File: config.mk
export PLATFORM = sky130hd
export DESIGN_NAME = pcx_rle_planar_decoder_core
export DESIGN_NICKNAME = d
export VERILOG_FILES = /design/src/rtl/pcx_pkg.sv /design/src/rtl/pcx_front.sv /design/src/rtl/pcx_cmd_fifo.sv /design/src/rtl/pcx_back.sv /design/src/rtl/pcx_rle_planar_decoder_core.sv
export SDC_FILE = /design/constraint.sdc
export NUM_CORES = 1
export LEC_CHECK = 0
export BUFFER_PORTS_ARGS = -buffer_cell sky130_fd_sc_hd__buf_2
export CAP_MARGIN = 40
export CORE_MARGIN = 1
export CORE_UTILIZATION = 44
export CTS_CLUSTER_DIAMETER = 80
export CTS_CLUSTER_SIZE = 24
export DETAILED_ROUTE_END_ITERATION = 12
export GPL_TIMING_DRIVEN = 1
export PLACE_DENSITY_LB_ADDON = 0.05
export SLEW_MARGIN = 25
export SYNTH_ARGS = -nofsm -noshare
export SYNTH_HDL_FRONTEND = slang
export SYNTH_SLANG_ARGS = --single-unit
File: constraint.sdc
create_clock -name clk -period 11.1 [get_ports clk]
set_input_delay 1.11 -clock clk [delete_from_list [all_inputs] [get_ports clk]]
set_output_delay 1.11 -clock clk [all_outputs]
set_load 0.01 [all_outputs]
File: src/rtl/pcx_pkg.sv
package pcx_pkg;

  localparam int MAX_WIDTH_DEFAULT  = 4096;
  localparam int MAX_HEIGHT_DEFAULT = 4096;
  localparam int CMD_DEPTH          = 2;

  localparam logic [7:0]  RUN_MARK = 8'd192;
  localparam logic [12:0] ROW_MAX  = 13'd8191;

  typedef enum logic [1:0] {
    CFG_IMAGE_WIDTH  = 2'd0,
    CFG_IMAGE_HEIGHT = 2'd1,
    CFG_PLANE_BYTES  = 2'd2
  } cfg_index_t;

  typedef enum logic [1:0] {
    ERR_OK     = 2'd0,
    ERR_HEIGHT = 2'd1,
    ERR_TRUNC  = 2'd2
  } err_t;

  typedef enum logic {
    CMD_PLACE = 1'b0,
    CMD_TRUNC = 1'b1
  } cmd_kind_t;

  // One queued command: place data_byte count times, or report a cut-off run.
  typedef struct packed {
    cmd_kind_t   kind;
    logic        start;
    logic [5:0]  count;
    logic [7:0]  data;
  } cmd_t;

  typedef enum logic {
    BK_RUN   = 1'b0,
    BK_FLUSH = 1'b1
  } back_state_t;

endpackage

File: src/rtl/pcx_front.sv
module pcx_front (
  input  logic          clk,
  input  logic          rst,
  input  logic          in_valid,
  output logic          in_ready,
  input  logic [7:0]    data_byte,
  input  logic          start_of_image,
  input  logic          end_of_data,
  output logic          cmd_valid,
  input  logic          cmd_ready,
  output pcx_pkg::cmd_t cmd
);

  logic       run_pending;
  logic [5:0] run_count;
  logic       run_pending_next;
  logic [5:0] run_count_next;
  logic       pending_eff;
  logic       is_marker;
  logic       accept;

  assign in_ready    = cmd_ready;
  assign accept      = in_valid & in_ready;
  assign pending_eff = run_pending & ~start_of_image;
  assign is_marker   = data_byte >= pcx_pkg::RUN_MARK;

  always_comb begin
    run_pending_next = run_pending;
    run_count_next   = run_count;
    cmd_valid        = 1'b0;
    cmd.kind         = pcx_pkg::CMD_PLACE;
    cmd.start        = start_of_image;
    cmd.count        = 6'd1;
    cmd.data         = data_byte;
    if (pending_eff) begin
      cmd_valid        = in_valid;
      cmd.count        = run_count;
      run_pending_next = 1'b0;
    end else if (is_marker) begin
      if (end_of_data) begin
        cmd_valid        = in_valid;
        cmd.kind         = pcx_pkg::CMD_TRUNC;
        run_pending_next = 1'b0;
      end else begin
        // A marker alone emits nothing, but a start flag must still reach the counters.
        cmd_valid        = in_valid & start_of_image;
        cmd.count        = 6'd0;
        run_pending_next = 1'b1;
        run_count_next   = data_byte[5:0];
      end
    end else begin
      cmd_valid        = in_valid;
      run_pending_next = 1'b0;
    end
  end

  always_ff @(posedge clk) begin
    if (rst) begin
      run_pending <= 1'b0;
      run_count   <= 6'd0;
    end else if (accept) begin
      run_pending <= run_pending_next;
      run_count   <= run_count_next;
    end
  end

endmodule

File: src/rtl/pcx_cmd_fifo.sv
module pcx_cmd_fifo #(
  parameter int DEPTH = pcx_pkg::CMD_DEPTH
) (
  input  logic          clk,
  input  logic          rst,
  input  logic          push_valid,
  output logic          push_ready,
  input  pcx_pkg::cmd_t push_cmd,
  output logic          pop_valid,
  input  logic          pop,
  output pcx_pkg::cmd_t pop_cmd
);

  localparam int AW = (DEPTH > 1) ? $clog2(DEPTH) : 1;
  localparam int CW = $clog2(DEPTH + 1);

  pcx_pkg::cmd_t    entries [DEPTH];
  logic [AW-1:0]    wr_ptr;
  logic [AW-1:0]    rd_ptr;
  logic [CW-1:0]    fill;
  logic             do_push;
  logic             do_pop;

  assign push_ready = fill != CW'(DEPTH);
  assign pop_valid  = fill != '0;
  assign pop_cmd    = entries[rd_ptr];
  assign do_push    = push_valid & push_ready;
  assign do_pop     = pop & pop_valid;

  always_ff @(posedge clk) begin
    if (do_push) begin
      entries[wr_ptr] <= push_cmd;
    end
  end

  always_ff @(posedge clk) begin
    if (rst) begin
      wr_ptr <= '0;
      rd_ptr <= '0;
      fill   <= '0;
    end else begin
      if (do_push) begin
        wr_ptr <= (wr_ptr == AW'(DEPTH - 1)) ? '0 : wr_ptr + AW'(1);
      end
      if (do_pop) begin
        rd_ptr <= (rd_ptr == AW'(DEPTH - 1)) ? '0 : rd_ptr + AW'(1);
      end
      if (do_push && !do_pop) begin
        fill <= fill + CW'(1);
      end else if (do_pop && !do_push) begin
        fill <= fill - CW'(1);
      end
    end
  end

endmodule

File: src/rtl/pcx_back.sv
module pcx_back #(
  parameter int MAX_WIDTH  = pcx_pkg::MAX_WIDTH_DEFAULT,
  parameter int MAX_HEIGHT = pcx_pkg::MAX_HEIGHT_DEFAULT
) (
  input  logic          clk,
  input  logic          rst,
  input  logic [12:0]   image_width,
  input  logic [12:0]   image_height,
  input  logic [13:0]   plane_bytes,
  input  logic          cmd_valid,
  output logic          cmd_pop,
  input  pcx_pkg::cmd_t cmd,
  output logic          out_valid,
  input  logic          out_ready,
  output logic [7:0]    pixel_byte,
  output logic [25:0]   dest_address,
  output logic          last_of_item,
  output logic [1:0]    error_code
);

  pcx_pkg::back_state_t state;
  pcx_pkg::back_state_t state_next;

  logic [12:0] col;
  logic [1:0]  plane;
  logic [12:0] row;
  logic [27:0] row_prod;
  logic [25:0] row_base;
  logic [5:0]  step_idx;

  logic        held_valid;
  logic [7:0]  held_byte;
  logic [25:0] held_addr;
  logic [1:0]  held_err;

  logic [12:0] w_eff;
  logic [12:0] h_eff;
  logic [14:0] three_w;
  logic        can_out;
  logic        clr;
  logic [12:0] col_e;
  logic [1:0]  plane_e;
  logic [12:0] row_e;
  logic [25:0] row_base_e;
  logic        past;
  logic        made;
  logic [14:0] col3;
  logic [25:0] addr;
  logic [1:0]  err;
  logic [13:0] col_inc;
  logic        wrap;
  logic [12:0] col_adv;
  logic [1:0]  plane_adv;
  logic [12:0] row_adv;
  logic        last_step;

  logic        act;
  logic        push;
  logic [7:0]  push_byte;
  logic [25:0] push_addr;
  logic [1:0]  push_err;
  logic        push_last;
  logic        hold_load;
  logic        hold_clear;
  logic        cnt_clear;
  logic        cnt_adv;
  logic        step_inc;
  logic        step_reset;

  assign w_eff   = (32'(image_width) < 32'(MAX_WIDTH)) ? image_width : 13'(MAX_WIDTH);
  assign h_eff   = (32'(image_height) < 32'(MAX_HEIGHT)) ? image_height : 13'(MAX_HEIGHT);
  assign three_w = {2'b00, w_eff} + {1'b0, w_eff, 1'b0};
  assign can_out = ~out_valid | out_ready;

  // The row offset follows the current width, so it is formed from the row count.
  assign row_prod = 28'(row) * 28'(three_w);
  assign row_base = row_prod[25:0];

  // The start flag of a command clears the placement counters before its first byte.
  assign clr        = cmd.start & (step_idx == 6'd0);
  assign col_e      = clr ? 13'd0 : col;
  assign plane_e    = clr ? 2'd0 : plane;
  assign row_e      = clr ? 13'd0 : row;
  assign row_base_e = clr ? 26'd0 : row_base;

  assign past = row_e >= h_eff;
  assign made = past | (col_e < w_eff);
  assign col3 = {2'b00, col_e} + {1'b0, col_e, 1'b0};
  assign addr = past ? 26'd0 : row_base_e + 26'(col3) + 26'(2'd2 - plane_e);
  assign err  = past ? pcx_pkg::ERR_HEIGHT : pcx_pkg::ERR_OK;

  assign col_inc = {1'b0, col_e} + 14'd1;
  assign wrap    = (col_inc >= plane_bytes) | col_inc[13];

  always_comb begin
    col_adv   = wrap ? 13'd0 : col_inc[12:0];
    plane_adv = plane_e;
    row_adv   = row_e;
    if (wrap) begin
      if (plane_e >= 2'd2) begin
        plane_adv = 2'd0;
        if (row_e < pcx_pkg::ROW_MAX) begin
          row_adv = row_e + 13'd1;
        end
      end else begin
        plane_adv = plane_e + 2'd1;
      end
    end
  end

  assign last_step = step_idx == (cmd.count - 6'd1);
  assign act       = (state == pcx_pkg::BK_RUN) & cmd_valid & can_out;

  always_comb begin
    state_next = state;
    case (state)
      pcx_pkg::BK_RUN: begin
        if (act && cmd.kind == pcx_pkg::CMD_PLACE && cmd.count != 6'd0 && last_step &&
            made && held_valid) begin
          state_next = pcx_pkg::BK_FLUSH;
        end
      end
      pcx_pkg::BK_FLUSH: begin
        if (can_out) begin
          state_next = pcx_pkg::BK_RUN;
        end
      end
      default: state_next = pcx_pkg::BK_RUN;
    endcase
  end

  // A made result waits in the held register until it is known whether it is
  // the item's final one.
  always_comb begin
    cmd_pop    = 1'b0;
    push       = 1'b0;
    push_byte  = held_byte;
    push_addr  = held_addr;
    push_err   = held_err;
    push_last  = 1'b0;
    hold_load  = 1'b0;
    hold_clear = 1'b0;
    cnt_clear  = 1'b0;
    cnt_adv    = 1'b0;
    step_inc   = 1'b0;
    step_reset = 1'b0;
    case (state)
      pcx_pkg::BK_RUN: begin
        if (act) begin
          if (cmd.kind == pcx_pkg::CMD_TRUNC) begin
            push      = 1'b1;
            push_byte = 8'd0;
            push_addr = 26'd0;
            push_err  = pcx_pkg::ERR_TRUNC;
            push_last = 1'b1;
            cmd_pop   = 1'b1;
            cnt_clear = clr;
          end else if (cmd.count == 6'd0) begin
            cmd_pop   = 1'b1;
            cnt_clear = clr;
          end else begin
            cnt_adv = 1'b1;
            if (last_step) begin
              cmd_pop    = 1'b1;
              step_reset = 1'b1;
            end else begin
              step_inc = 1'b1;
            end
            if (made && held_valid) begin
              push      = 1'b1;
              hold_load = 1'b1;
            end else if (made) begin
              if (last_step) begin
                push      = 1'b1;
                push_byte = cmd.data;
                push_addr = addr;
                push_err  = err;
                push_last = 1'b1;
              end else begin
                hold_load = 1'b1;
              end
            end else if (held_valid && last_step) begin
              push       = 1'b1;
              push_last  = 1'b1;
              hold_clear = 1'b1;
            end
          end
        end
      end
      pcx_pkg::BK_FLUSH: begin
        if (can_out) begin
          push       = 1'b1;
          push_last  = 1'b1;
          hold_clear = 1'b1;
        end
      end
      default: begin
        push = 1'b0;
      end
    endcase
  end

  always_ff @(posedge clk) begin
    if (rst) begin
      state      <= pcx_pkg::BK_RUN;
      col        <= 13'd0;
      plane      <= 2'd0;
      row        <= 13'd0;
      step_idx   <= 6'd0;
      held_valid <= 1'b0;
      out_valid  <= 1'b0;
    end else begin
      state <= state_next;
      if (cnt_clear) begin
        col   <= 13'd0;
        plane <= 2'd0;
        row   <= 13'd0;
      end else if (cnt_adv) begin
        col   <= col_adv;
        plane <= plane_adv;
        row   <= row_adv;
      end
      if (step_reset) begin
        step_idx <= 6'd0;
      end else if (step_inc) begin
        step_idx <= step_idx + 6'd1;
      end
      if (hold_load) begin
        held_valid <= 1'b1;
      end else if (hold_clear) begin
        held_valid <= 1'b0;
      end
      if (push) begin
        out_valid <= 1'b1;
      end else if (out_ready) begin
        out_valid <= 1'b0;
      end
    end
  end

  always_ff @(posedge clk) begin
    if (hold_load) begin
      held_byte <= cmd.data;
      held_addr <= addr;
      held_err  <= err;
    end
    if (push) begin
      pixel_byte   <= push_byte;
      dest_address <= push_addr;
      error_code   <= push_err;
      last_of_item <= push_last;
    end
  end

endmodule

File: src/rtl/pcx_rle_planar_decoder_core.sv
// Registers: an accepted literal's result passes through the two-entry command queue
// and then the output register; a kept byte of a run waits in a hold register
// until the next kept byte or the end of its run.
// Throughput: one placed byte per cycle from the back end while the output is not
// stalled; a run whose last byte is kept after an earlier kept one adds a BK_FLUSH step.
// Synchronous active-high reset clears the counters, queue and pending run, and sets
// all three configuration registers to 1.
module pcx_rle_planar_decoder_core #(
  parameter int MAX_WIDTH  = pcx_pkg::MAX_WIDTH_DEFAULT,
  parameter int MAX_HEIGHT = pcx_pkg::MAX_HEIGHT_DEFAULT
) (
  input  logic        clk,
  input  logic        rst,
  input  logic        cfg_valid,
  output logic        cfg_ready,
  input  logic [1:0]  cfg_index,
  input  logic [13:0] cfg_data,
  input  logic        in_valid,
  output logic        in_ready,
  input  logic [7:0]  data_byte,
  input  logic        start_of_image,
  input  logic        end_of_data,
  output logic        out_valid,
  input  logic        out_ready,
  output logic [7:0]  pixel_byte,
  output logic [25:0] dest_address,
  output logic        last_of_item,
  output logic [1:0]  error_code
);

  logic [12:0]   image_width;
  logic [12:0]   image_height;
  logic [13:0]   plane_bytes;
  logic          push_valid;
  logic          push_ready;
  pcx_pkg::cmd_t push_cmd;
  logic          head_valid;
  logic          head_pop;
  pcx_pkg::cmd_t head_cmd;

  assign cfg_ready = 1'b1;

  always_ff @(posedge clk) begin
    if (rst) begin
      image_width  <= 13'd1;
      image_height <= 13'd1;
      plane_bytes  <= 14'd1;
    end else if (cfg_valid) begin
      case (cfg_index)
        pcx_pkg::CFG_IMAGE_WIDTH:  image_width  <= cfg_data[12:0];
        pcx_pkg::CFG_IMAGE_HEIGHT: image_height <= cfg_data[12:0];
        pcx_pkg::CFG_PLANE_BYTES:  plane_bytes  <= cfg_data;
        default: ;
      endcase
    end
  end

  pcx_front u_front (
    .clk            (clk),
    .rst            (rst),
    .in_valid       (in_valid),
    .in_ready       (in_ready),
    .data_byte      (data_byte),
    .start_of_image (start_of_image),
    .end_of_data    (end_of_data),
    .cmd_valid      (push_valid),
    .cmd_ready      (push_ready),
    .cmd            (push_cmd)
  );

  pcx_cmd_fifo #(
    .DEPTH (pcx_pkg::CMD_DEPTH)
  ) u_fifo (
    .clk        (clk),
    .rst        (rst),
    .push_valid (push_valid),
    .push_ready (push_ready),
    .push_cmd   (push_cmd),
    .pop_valid  (head_valid),
    .pop        (head_pop),
    .pop_cmd    (head_cmd)
  );

  pcx_back #(
    .MAX_WIDTH  (MAX_WIDTH),
    .MAX_HEIGHT (MAX_HEIGHT)
  ) u_back (
    .clk          (clk),
    .rst          (rst),
    .image_width  (image_width),
    .image_height (image_height),
    .plane_bytes  (plane_bytes),
    .cmd_valid    (head_valid),
    .cmd_pop      (head_pop),
    .cmd          (head_cmd),
    .out_valid    (out_valid),
    .out_ready    (out_ready),
    .pixel_byte   (pixel_byte),
    .dest_address (dest_address),
    .last_of_item (last_of_item),
    .error_code   (error_code)
  );

endmodule
==> flow_summary.toml, run 1 <==
[logic_synthesis]
yosysTopAreaCellShare_pct = 18.9
synth_area_leaders = "fa_1 (19%), edfxtp_1 (17%), ha_1 (11%)"
synth-main-ff-cell = "edfxtp_1"
avgSynthCellArea_um2 = 9.06
synth_seq_area_share_pct = 27.4
yosysWarnings = 0
yosys.area.top_type = "fa_1"
synthArstFlopShare_pct = 0
synthDistinctLibCells = 76
netlist_area_um2 = 17900
synth_edf_count = 104
synth_seq_cells = 193
syn_nets = 2340
synthCells = 1979

[routing]
wirelength_mm = 42.9
dr.pass1.iters = 5
viasPerCell = 5.25
antenna_left = 0
drt_iter0_markers = 703
vias = 13400
drc = 0
wl_per_cell_um = 16.8

[cts]
post_cts_resized = 0
root_buffer = "clkbuf_16"
cts_setup_buffers = 0
h-tree-depth = 4
clockBufferDepth = 2
cts_buffers = 17
insertion_delay_ns = 0.45
holdBufCountCts = 0
clkSlewWorstSetupHoldPaths_ns = 0.08
cts.sinks = 193
cts_tree = "done"

[timing]
relSlewSlack_pct = 41.5
fin_setup_tns_ns = 0
finalHoldViolations = 0
finalCriticalPeriod_ns = 10.13
slew_viol_final = 0
worst_slew_pin_slew_ns = 0.877
max_freq_mhz = 98.8
skew_ns = 0.0145
period_share_pct = 91.2
finalSetupViolCount = 0
setup_slack_ns = 0.974
rsz0062_at_grt = "false"

[power]
peakVddDrop_mv = 0.0972
finalPower_mw = 2.28
power.density_nw_per_um2 = 117
power.leakage_nw = 9.02

[placement]
place_area_um2 = 18900
pre_cts_ws_ns = 1.00
dp_hpwl_mm = 33.9
placed_cells = 2515
port_buffers = 69
place_congestion = 0.839

[floorplan]
die_w_um = 204
dieArea_um2 = 41500
start_util_pct = 44.9
die_height_um = 204
io_pins = 71
num_rows = 73
core_area_um2 = 39900

[setup_path]
critical_path.slowest_cell = "fa_1"
r2r-start = "image_width[12]$_SDFFE_PP0P_"
critPathCaptureType = "register"
rr_worst_depth = 36
worst_path_largest_cell_delay_ns = 0.54
start_kind = "register"
rrSetupSlack_ns = 0.97
rr_endpoint = "u_back.dest_address[24]$_DFFE_PP_"
cp.required_ns = 11.31
cp.arrival_ns = 10.33
critPathMaxFanout = 25
path_class = "register to register"

[run_status]
status = "finished clean"

[layout]
diodes = 0
layout.nets = 2375
seq_area_um2 = 4900
design_area_um2 = 19500
synthToLayoutAreaGrowth_pct = 9.05
finalNonFillerCells = 2552
n_fill_cell = 3858
multi_input_area_um2 = 11700
drive_gt1_share_pct = 8.24

[global_routing]
grt_max_degree = 60
antenna_found_initial = 0
grt_pass1_wl_mm = 71.5
first_global_vias = 13600
overflow = 0
grt_use_total_pct = 21.9

[hold_path]
hp-class = "register to register"
holdPathEnd = "image_height[11]$_SDFFE_PP0P_"
holdCritStartpoint = "image_height[11]$_SDFFE_PP0P_"
hold_depth = 2

[job]
maxCapViolCount = 0
[where the power goes]
| part | total (mW) | internal (mW) | switching [mW] |
|---|---|---|---|
| Clock | 0.648 | 0.355 | 0.293 |
| Sequential | 1.00 | 0.945 | 0.0569 |
| Combinational | 0.630 | 0.225 | 0.405 |
| Total | 2.28 | 1.52 | 0.755 |
[area by class of cell]
type                    instances  area share [%]
multi-input cells            1428            59.8
flip-flops and latches        193            25.1
inverters                     265            5.09
repair buffers                109            3.50
well taps                     525            3.36
clock buffers                  20            2.34
clock inverters                12           0.845
[metrics by stage]
step | hold slack [ns] | utilization [%]
2_1_floorplan | 0.432 | -
3_3_place_gp | 0.442 | 47.1
3_5_place_dp | 0.447 | 47.3
4_1_cts | 0.458 | 48.9
5_1_grt | 0.467 | 49.0
6_report | 0.458 | 49.0
[Yosys cell counts (all sizes together) (6+ instances only)]
| master | instances |
|---|---|
| nand2 | 286 |
| inv | 265 |
| fa | 169 |
| ha | 161 |
| and2 | 132 |
| a21oi | 108 |
| nor2 | 107 |
| edfxtp | 104 |
| dfxtp | 89 |
| clkbuf | 82 |
| xnor2 | 43 |
| nand3 | 42 |
| o21ai | 42 |
| a22o | 31 |
| xor2 | 30 |
| nor3 | 29 |
| a21o | 25 |
| mux2i | 16 |
| nor2b | 14 |
| and3 | 12 |
| mux2 | 12 |
| nand2b | 12 |
| nand4 | 12 |
| a31oi | 11 |
| buf | 11 |
| o21a | 11 |
| o21bai | 9 |
| or3 | 9 |
| a211oi | 8 |
| o211ai | 8 |
| nor4 | 7 |
| or4 | 7 |
| nand3b | 6 |
| or2 | 6 |
[metal layers]
| layer | up-vias | global-route usage (%) | share of wire (%) |
|---|---|---|---|
| met5 | - | 0 | 0 |
| li1 | 6604 | - | - |
| met1 | 6516 | 29.7 | 48 |
| met2 | 236 | 37.1 | 47 |
| met4 | 0 | 5.24 | 1.2 |
| met3 | 33 | 2.47 | 3.3 |
[flip-flops by register name, indices dropped and copies added, names as in the netlist, 2 cells and up, named ones only]
signal and flops:
u_back.held_byte 8, image_width 13, u_back.dest_address 26, u_back.row 13, u_front.run_count 6, u_back.plane 2
u_back.error_code 2, u_back.pixel_byte 8, u_back.col 13, u_back.held_addr 26, u_fifo.fill 2, u_back.step_idx 6
image_height 13, u_fifo.entries 32, plane_bytes 14
[critical path, delay by kind of cell, from the launching register on]
kind | cells | cell delay [ns]
adder cells (fa/ha/maj) | 10 | 4.07
AND/OR/NAND/NOR | 9 | 2.38
AO/OA/AOI/OAI | 8 | 1.99
buffers and inverters | 6 | 0.75
flip-flops | 1 | 0.31
XOR/XNOR | 2 | 0.23
multiplexers | 1 | 0.15
[kinds of logic (layout without fill, tap and decap cells)]
group                      count (synthesis)  in the layout  synth area share (%)
and+or+nand+nor                          691            691                  18.4
buffers and inverters                    358            406                  7.59
adders and majority gates                330            330                  30.1
AOI/OAI and AO/OA                        304            304                  11.2
DFF                                      193            193                  27.4
xor gates and xnor gates                  74             74                  3.69
muxes                                     28             28                  1.65
other                                      1              1                0.0209
[how the worst max path moves through the flow]
stage | from | endpoint | depth (start not counted)
floorplan | image_width[0]$_SDFFE_PP1P_ | u_back.dest_address[25]$_DFFE_PP_ | 37
global placement | image_width[12]$_SDFFE_PP0P_ | u_back.dest_address[24]$_DFFE_PP_ | 37
detailed placement | image_width[12]$_SDFFE_PP0P_ | u_back.dest_address[25]$_DFFE_PP_ | 38
CTS | image_width[12]$_SDFFE_PP0P_ | u_back.dest_address[25]$_DFFE_PP_ | 38
global route | image_width[12]$_SDFFE_PP0P_ | u_back.dest_address[25]$_DFFE_PP_ | 38
finish | image_width[12]$_SDFFE_PP0P_ | u_back.dest_address[24]$_DFFE_PP_ | 36
[cells in the final DEF (no fill, tap or decap), drive strengths merged, types with 89 or more instances in the layout]
master	Yosys	layout
a21oi	108	108
and2	132	132
buf	11	105
dfxtp	89	89
edfxtp	104	104
fa	169	169
ha	161	161
inv	265	271
nand2	286	286
nor2	107	107
(Power assumes the default switching activity.)
==> run 2: changes to the inputs <==
- HOLD_SLACK_MARGIN: not set -> 0.06
- REMOVE_ABC_BUFFERS: not set -> 1
==> flow_summary.toml, run 2 (same netlist as run 1, synthesis figures left out) <==
[run_status]
status = "finished clean"

[setup_path]
critical_path.slowest_cell = "fa_1"
rrSetupSlack_ns = 1.02
cp_common_cell = "fa_1"
start_kind = "register"
path_class = "register to register"
cp.required_ns = 11.32
cp.arrival_ns = 10.30
critPathMaxFanout = 22
critPathCaptureType = "register"
worst_path_largest_cell_delay_ns = 0.55

[layout]
n_fill_cell = 3852
design_area_um2 = 19500
reg.largest.list = "u_fifo.entries: 32 flops, u_back.dest_address: 26 flops, u_back.held_addr: 26 flops"
diodes = 0
top_register = "u_fifo.entries"
final_common_cell = "nand2_1"
mostFrequentLayoutCells = "nand2_1 (285), inv_1 (261), fa_1 (169)"
layout.nets = 2378
synthToLayoutAreaGrowth_pct = 8.82
drive_gt1_share_pct = 8.37
largest_reg_flops = 32

[floorplan]
num_rows = 73
start_util_pct = 44.9
dieArea_um2 = 41500
die_height_um = 204
io_pins = 71
die_w_um = 204
core_area_um2 = 39900

[hold_path]
hp-class = "register to register"

[timing]
max_freq_mhz = 99.2
finalCriticalPeriod_ns = 10.08
period_share_pct = 90.8
skew_ns = 0.0211
slew_viol_final = 0
worst_slew_pin_slew_ns = 0.820
rsz0062_at_grt = "false"
relSlewSlack_pct = 45.3
finalSetupViolCount = 0
finalHoldViolations = 0
fin_setup_tns_ns = 0

[job]
maxCapViolCount = 0

[routing]
viasPerCell = 5.29
wl_per_cell_um = 17.7
drc = 0
dr.pass1.iters = 5
vias = 13500
antenna_left = 0
wirelength_mm = 45.2
drt_iter0_markers = 703

[power]
power.leakage_nw = 9.00
power.density_nw_per_um2 = 115
peakVddDrop_mv = 0.101

[cts]
h-tree-depth = 4
post_cts_resized = 0
root_buffer = "clkbuf_16"
cts_buffers = 17
cts_tree = "done"
holdBufCountCts = 0
clockBufferDepth = 2
cts.sinks = 193
clkSlewWorstSetupHoldPaths_ns = 0.08
insertion_delay_ns = 0.47
cts_setup_buffers = 0

[placement]
place_congestion = 0.853
dp_hpwl_mm = 35.2
port_buffers = 69
place_area_um2 = 18900

[global_routing]
grt_use_total_pct = 22.9
overflow = 0
grt_max_degree = 59
grt_pass1_wl_mm = 73.5
antenna_found_initial = 0
first_global_vias = 13600
==> run 2: stage by stage <==
stage / instances / utilization (%) / total power, mW / hold WS [ns] / worst slack (ns)
6_report: 2555 / 48.9 / 2.24 / 0.459 / 1.02
5_1_grt: 2555 / 48.9 / 2.36 / 0.472 / 0.428
4_1_cts: 2551 / 48.8 / 2.27 / 0.462 / 0.728
3_5_place_dp: 2519 / 47.4 / 1.66 / 0.451 / 0.737
3_3_place_gp: 2514 / 47.2 / 1.64 / 0.437 / 0.831
2_1_floorplan: 1886 / - / 1.38 / 0.426 / 1.32
==> run 2: area by class of cell <==
type	count	area [µm²]	share of cell area (%)
clock inverters	14	120	0.616
repair buffers	112	708	3.63
inverters	265	995	5.10
flip-flops and latches	193	4900	25.1
multi-input cells	1428	11700	59.9
clock buffers	18	439	2.25
well taps	525	657	3.37
==> run 2: power breakdown <==
| group | switching, mW | total (mW) | internal [mW] | leakage, nW |
|---|---|---|---|---|
| registers | 0.0549 | 1.00 | 0.945 | 1.70 |
| clock network | 0.304 | 0.604 | 0.300 | 0.274 |
| logic | 0.412 | 0.637 | 0.225 | 7.03 |
| total | 0.771 | 2.24 | 1.47 | 9.00 |
==> run 2: worst paths after layout <==
path,from,end,cells after the start
hold / removal,plane_bytes[13]$_SDFFE_PP0P_,plane_bytes[13]$_SDFFE_PP0P_,2
hold reg to reg,plane_bytes[13]$_SDFFE_PP0P_,plane_bytes[13]$_SDFFE_PP0P_,2
setup reg to reg,image_width[12]$_SDFFE_PP0P_,u_back.dest_address[25]$_DFFE_PP_,40
setup / recovery,image_width[12]$_SDFFE_PP0P_,u_back.dest_address[25]$_DFFE_PP_,40
==> run 2: routing by layer <==
layer	track usage (%)	share of wire (%)	vias up
li1	-	-	6623
met1	32.2	48	6606
met2	36.5	46	254
met3	3.46	4.2	45
met4	6.28	1.7	0
met5	0	0	-
==> run 2: critical path: cells and delay by family, from the launching register on <==
| family | cells | cell delay, ns |
|---|---|---|
| adder cells (fa/ha/maj) | 10 | 4.42 |
| XOR/XNOR | 3 | 0.58 |
| AO/OA/AOI/OAI | 11 | 1.92 |
| buffers and inverters | 7 | 0.68 |
| AND/OR/NAND/NOR | 9 | 1.78 |
| flip-flops | 1 | 0.41 |
